===== config.mk =====
export PLATFORM = sky130hd
export DESIGN_NAME = zlvm_ctrl
export DESIGN_NICKNAME = d
export VERILOG_FILES = /design/src/rtl/core/zlvm_pkg.sv /design/src/rtl/core/zlvm_ctrl.sv
export SDC_FILE = /design/constraint.sdc
export NUM_CORES = 1
export LEC_CHECK = 0
export BUFFER_PORTS_ARGS = -buffer_cell sky130_fd_sc_hd__buf_2
export CORE_ASPECT_RATIO = 1.2
export CORE_MARGIN = 2
export CORE_UTILIZATION = 57
export CTS_CLUSTER_SIZE = 20
export DETAILED_ROUTE_END_ITERATION = 10
export PLACE_DENSITY_LB_ADDON = 0.05
export SKIP_LAST_GASP = 1
export SYNTH_ARGS = -nofsm -noshare
export SYNTH_HDL_FRONTEND = slang
export SYNTH_SLANG_ARGS = --single-unit
export TNS_END_PERCENT = 10

===== constraint.sdc =====
create_clock -name clk -period 4.09 [get_ports clk]
set_input_delay 0.818 -clock clk [delete_from_list [all_inputs] [get_ports clk]]
set_output_delay 0.818 -clock clk [all_outputs]
set_load 0.03 [all_outputs]

===== src/rtl/core/zlvm_pkg.sv =====
// ----------------------------------------------------------------------------
// zlvm_pkg: shared types and constants of the zone locator
// Transaction structs, command codes, register indexes and controller types.
// ----------------------------------------------------------------------------
package zlvm_pkg;

	// command codes of an input transaction (value 3 is unused)
	localparam logic [1:0] CMD_LOAD   = 2'd0;
	localparam logic [1:0] CMD_LOCATE = 2'd1;
	localparam logic [1:0] CMD_CLEAR  = 2'd2;

	// configuration register indexes
	localparam int unsigned CFG_IDX_W = 2;
	localparam logic [CFG_IDX_W-1:0] REG_ENTRIES_IN_USE = 2'd0;
	localparam logic [CFG_IDX_W-1:0] REG_EDGE_SLACK     = 2'd1;
	localparam int unsigned CFG_DATA_W = 16;

	localparam logic [15:0] SLACK_RESET = 16'd1500;

	// distances and sides are divided by 64 before squaring or multiplying
	localparam int unsigned SCALE_SHIFT = 6;

	localparam int unsigned ZONE_IDS = 256;

	typedef struct packed {
		logic [1:0]         cmd;
		logic [7:0]         entry_slot;
		logic [15:0]        room_number;
		logic [7:0]         zone_number;
		logic signed [15:0] box_left;
		logic signed [15:0] box_right;
		logic signed [15:0] box_near;
		logic signed [15:0] box_far;
		logic signed [31:0] point_x;
		logic signed [31:0] point_z;
		logic               mark_visited;
	} req_item_t;

	typedef struct packed {
		logic       found;
		logic [7:0] found_slot;
		logic [7:0] found_zone;
		logic       inside_box;
		logic       zone_seen;
	} rsp_item_t;

	// one zone table entry, 88 bits
	typedef struct packed {
		logic [15:0]        room;
		logic [7:0]         zone;
		logic signed [15:0] left;
		logic signed [15:0] right;
		logic signed [15:0] near_z;
		logic signed [15:0] far_z;
	} zone_entry_t;

	typedef enum logic [1:0] {
		ST_IDLE,
		ST_SCAN,
		ST_DRAIN,
		ST_FINISH
	} ctrl_state_t;

	// controller to datapath
	typedef struct packed {
		logic load;
		logic clear_seen;
		logic start;
		logic issue;
		logic finish;
		logic locate;
	} dp_cmd_t;

	// datapath to controller
	typedef struct packed {
		logic pipe_busy;
		logic out_free;
	} dp_status_t;

endpackage


===== src/rtl/core/zlvm_ctrl.sv =====
// ----------------------------------------------------------------------------
// zlvm_ctrl: sequencer of the zone locator
// Accepts transactions, steps the table scan, waits for the pipeline to
// drain and hands the result to the output register.
// ----------------------------------------------------------------------------
module zlvm_ctrl
	import zlvm_pkg::*;
#(
	parameter int unsigned TABLE_DEPTH = 256,
	localparam int unsigned AW = (TABLE_DEPTH > 1) ? $clog2(TABLE_DEPTH) : 1,
	localparam int unsigned CW = $clog2(TABLE_DEPTH + 1)
) (
	input  logic          clk,
	input  logic          arst_n,
	input  logic          req_valid,
	input  logic [1:0]    req_cmd,
	output logic          req_stall,
	input  logic [8:0]    entries_in_use,
	input  dp_status_t    status,
	output dp_cmd_t       dp_cmd,
	output logic [AW-1:0] issue_addr
);

	ctrl_state_t   state_q, state_nxt;
	logic [CW-1:0] idx_q;
	logic [CW-1:0] count;
	logic          locate_q;
	logic          accept;
	logic          last_issue;

	// scan no more entries than the table holds
	always_comb begin
		if (32'(entries_in_use) > 32'(TABLE_DEPTH)) begin
			count = CW'(TABLE_DEPTH);
		end else begin
			count = CW'(entries_in_use);
		end
	end

	assign accept     = req_valid && (state_q == ST_IDLE);
	assign last_issue = (idx_q + CW'(1)) == count;
	assign req_stall  = (state_q != ST_IDLE);
	assign issue_addr = idx_q[AW-1:0];

	always_comb begin
		state_nxt = state_q;
		case (state_q)
			ST_IDLE: begin
				if (accept) begin
					if (req_cmd == CMD_LOCATE && count != '0) begin
						state_nxt = ST_SCAN;
					end else begin
						state_nxt = ST_FINISH;
					end
				end
			end
			ST_SCAN: begin
				if (last_issue) state_nxt = ST_DRAIN;
			end
			ST_DRAIN: begin
				if (!status.pipe_busy) state_nxt = ST_FINISH;
			end
			ST_FINISH: begin
				if (status.out_free) state_nxt = ST_IDLE;
			end
			default: state_nxt = ST_IDLE;
		endcase
	end

	always_comb begin
		dp_cmd            = '0;
		dp_cmd.load       = accept && (req_cmd == CMD_LOAD);
		dp_cmd.clear_seen = accept && (req_cmd == CMD_CLEAR);
		dp_cmd.start      = accept && (req_cmd == CMD_LOCATE);
		dp_cmd.issue      = (state_q == ST_SCAN);
		dp_cmd.finish     = (state_q == ST_FINISH) && status.out_free;
		dp_cmd.locate     = locate_q;
	end

	always_ff @(posedge clk or negedge arst_n) begin
		if (!arst_n) begin
			state_q  <= ST_IDLE;
			idx_q    <= '0;
			locate_q <= 1'b0;
		end else begin
			state_q <= state_nxt;
			if (accept) begin
				idx_q    <= '0;
				locate_q <= (req_cmd == CMD_LOCATE);
			end else if (state_q == ST_SCAN) begin
				idx_q <= idx_q + CW'(1);
			end
		end
	end

`ifndef NO_ASSERTIONS
	a_issue_in_range: assert property (@(posedge clk) disable iff (!arst_n)
		dp_cmd.issue |-> (idx_q < count))
		else $error("scan address past entry count");
	a_finish_drained: assert property (@(posedge clk) disable iff (!arst_n)
		(state_q == ST_FINISH) |-> !status.pipe_busy)
		else $error("result taken while scan pipeline busy");
	a_finish_to_idle: assert property (@(posedge clk) disable iff (!arst_n)
		dp_cmd.finish |=> (state_q == ST_IDLE))
		else $error("controller did not return to idle after result");
	a_single_start: assert property (@(posedge clk) disable iff (!arst_n)
		dp_cmd.start |=> !dp_cmd.start && (state_q != ST_IDLE))
		else $error("locate started twice");
`endif

endmodule


* Yosys cells after proc, flatten, opt, wreduce, memory -nomap -nowiden
Index checks and enable logic that the tools add are counted.
Storage, ports and cells: register bits 12, latch bits 0, RAM bits 0, ROM bits 0, output and inout bits 15, memories 0
Cells by class: add/subtract/negate cells 1, multipliers 0, divide/modulo/power cells 0, order comparisons 1, equal/unequal tests 10, shift-type cells 0, muxes and demuxes 9, bitwise logic cells 0, reduce and logical (&&, ||, !) cells 12
Operators with widths (count):
- 9-bit two-way mux | 3
- 2-bit two-way mux | 5
- 9-bit by 1-bit adder with 9-bit output (second input constant) | 1
- 9-bit == test | 1
- 9-bit > comparator (second input constant) | 1
- 9-bit nonzero test | 1
- 2-bit one-hot mux with 4 select lines | 1
- 2-bit == test (second input constant) | 3
- 1-bit logical AND | 6
- 2-bit inequality test (second input constant) | 3
- 2-bit by 1-bit == test with 1-bit output (second input constant) | 2
- 2-bit zero test | 2
- 4-bit AND reduction | 1
- 2-bit nonzero test | 2
- 2-bit by 1-bit inequality test with 1-bit output (second input constant) | 1

* Logic depth before layout (Yosys ltp)
word-level depth 7, depth in mapped cells 8, mapped depth without buffers 8

* Least setup slack after synthesis
No wires, ideal clock.
path kind in2out, start in req_valid, end out dp_cmd[3] in the netlist's numbering, data arrival time 1561 ps, data required time 3272 ps, path slack 1711 ps, stages 3, buffers on the path 1, cell sequence and2_1 -> clkbuf_1 -> and3_1
RTL lines:
- start: declaration | RTL line zlvm_ctrl.sv:15 | input logic req_valid,
- end: declaration | RTL line zlvm_ctrl.sv:20 | output dp_cmd_t dp_cmd,

==> results.toml <==
[yosys]
synth_edf_count = 0
synth_cells = 141
ys_ff_latch = 12
async_flop_share_pct = 100
synth_area_per_cell_um2 = 8.59
synth.distinct_cells = 45
yosys_warnings = 0
synth-seq-area-share_pct = 24.8
synth.cell_area_um2 = 1210
syn_nets = 163
synth-main-ff-cell = "dfrtp_1"

[worst_setup_path]
path_class = "reg -> out"
crit_arrival_ns = 1.78
slowest_delay_ns = 0.41
end_kind = "output port"
path_cells = "inv_1 -> ha_1 -> and2_1 -> and3_1 -> buf_2"
worst-path-max-fanout = 10
cp_data_required_time_ns = 3.27
worstSetupStartpointType = "flip-flop"
crit_slowest_cell = "dfrtp_1"

[drt]
drt_pass1_iterations = 4
drt_iter0_drc = 15
wl_per_cell_um = 13.8
vias = 1065
drc = 0
wl_um = 2440
drtAntennaViolNets = 0
viasPerCell = 6.02

[clock_network]
h-tree-depth = 1
cts-root-buf = "clkbuf_4"
path_clk_slew_ns = 0.07
cts_tree = "built"
clockBufferDepth = 2
ctsResizeCount = 0
postCtsHoldBufs = 0
clock_latency_ns = 0.27
cts.sinks = 12
numCtsBuffers = 3
post_cts_buffers = 0

[global_routing]
antenna_found_initial = 0
grt_first_pass_wirelength_um = 4080
grt_overflow = 0
busiest_layer = "met2"
grt_pass1_vias = 915
met2_usage_pct = 38.2
use_met3_pct = 4.95
use_met1_pct = 28.0
grt_max_degree = 14
grt_usage_pct = 22.0

[place]
gp_congestion = 0.805
portBuffers = 30
dpl.hpwl_um = 2010

[status]
status = "finished clean"

[timing]
fin_skew_ns = 0.00406
worst_pin_slew_ns = 0.459
hold_violations = 0
max_slew_margin_pct = 69.2
tns_ns = 0
clock.fmax_mhz = 385
rsz0062_at_grt = "no"
fin_crit_sh_pct = 63.5
setup_violations = 0
finalCriticalPeriod_ns = 2.60
slew_violations = 0

[power_and_ir_drop]
ir_drop_mv = 0.318
leakage_nw = 0.586
power.total_uw = 661
powerDensity_nw_per_um2 = 524

[layout]
nFillCells = 196
layout.nets = 181
drive_gt1_share_pct = 28.0
area_delta_synth_final_pct = 4.13
antenna_cells = 0

[die]
fp-row-count = 18
num_io_pins = 31
die_area_um2 = 2510
fp.dieH_um = 54.5
core_um2 = 2030
die_x_um = 46.1
start_util_pct = 59.8

[min_path]
worstHoldPathType = "in -> async"

[run]
cap_viol_max_count = 0
critical path: cells and delay by family, from the launching register on:
kind	cells	cell delay, ns
simple gates	2	0.57
buf+inv	2	0.34
flops	1	0.41
fa+ha+maj	1	0.20
synthesized netlist by cell type, types with 4 or more instances:
master / n / share of area (%)
nor2_1: 13 / 4.0
dfrtp_1: 12 / 25
buf_4: 11 / 6.8
nand2_1: 9 / 2.8
o21ai_0: 8 / 3.3
inv_1: 7 / 2.2
ha_1: 6 / 6.2
nand3_1: 6 / 2.5
a21oi_1: 5 / 2.1
nor3_1: 5 / 2.1
or3_1: 5 / 2.6
xnor2_1: 5 / 3.6
xor2_1: 5 / 3.6
o2111ai_1: 4 / 2.9
cells in the final DEF (no fill, tap or decap), types with 4 or more instances in the layout:
| cell | netlist | routed |
|---|---|---|
| buf_2 | 0 | 30 |
| a21oi_1 | 5 | 5 |
| xor2_1 | 5 | 5 |
| nor2_1 | 13 | 13 |
| ha_1 | 6 | 6 |
| nand2_1 | 9 | 9 |
| o21ai_0 | 8 | 8 |
| dfrtp_1 | 12 | 12 |
| inv_1 | 7 | 7 |
| nor3_1 | 5 | 5 |
| nand3_1 | 6 | 6 |
| xnor2_1 | 5 | 5 |
| o2111ai_1 | 4 | 4 |
| or3_1 | 5 | 5 |
routing by layer:
metal | vias to the layer above | routed length, um
met5 | - | 0
met4 | 0 | 0
met3 | 0 | 97
met2 | 24 | 1250
met1 | 504 | 1100
li1 | 537 | -
area by class of cell:
type                    instances  area (um2)  share of cell area, %
clock buffers                   3        22.5                   1.79
multi-input cells             105         737                   58.4
well taps                      20        25.0                   1.98
inverters                       7        26.3                   2.08
flip-flops and latches         12         300                   23.8
repair buffers                 30         150                   11.9
registers in the layout, indices dropped and copies added, names as in the netlist:
| register | cells |
|---|---|
| locate_q | 1 |
| idx_q | 9 |
| state_q | 2 |
power breakdown:
group / switching, mW / internal (mW) / leakage (nW)
combinational: 0.235 / 0.156 / 0.414
clock: 0.0366 / 0.0340 / 0.0138
sequential: 0.0478 / 0.152 / 0.158
metrics by stage:
stage | cells | setup WS (ns) | hold WS [ns] | instance area [um2] | utilization [%]
after global placement | 174 | 1.50 | 0.462 | 1240 | 61.1
after global routing | 177 | 1.35 | 0.427 | 1260 | 62.2
after CTS | 177 | 1.48 | 0.417 | 1260 | 62.2
after floorplan | 141 | 1.71 | 0.451 | 1210 | -
after detailed placement | 174 | 1.44 | 0.467 | 1240 | 61.1
final | 177 | 1.49 | 0.414 | 1260 | 62.2
cell families (layout without fill, tap and decap cells):
family / Yosys count / in the layout / synth area share (%)
XOR/XNOR: 11 / 11 / 8.57
AND/OR/NAND/NOR: 54 / 54 / 23.5
AO/OA/AOI/OAI: 31 / 31 / 20.1
multiplexers: 3 / 3 / 2.48
adder cells (fa/ha/maj): 6 / 6 / 6.20
buffers and inverters: 24 / 40 / 14.4
flip-flops: 12 / 12 / 24.8
worst paths after layout:
| kind | startpoint | endpoint | slack, ns | cells after the start |
|---|---|---|---|---|
| max in group asynchronous | arst_n | state_q[0] | 3.46 | 1 |
| worst max register to register | idx_q[0] | state_q[0] | 1.54 | 8 |
| worst min-delay path | arst_n | idx_q[4] | 0.41 | 1 |
| worst max-delay path | state_q[0] | dp_cmd[3] | 1.49 | 5 |
| min in group clk | locate_q | locate_q | 0.49 | 1 |
| worst min register to register | locate_q | locate_q | 0.49 | 1 |
Note: power is estimated with default switching activity, not from simulation.
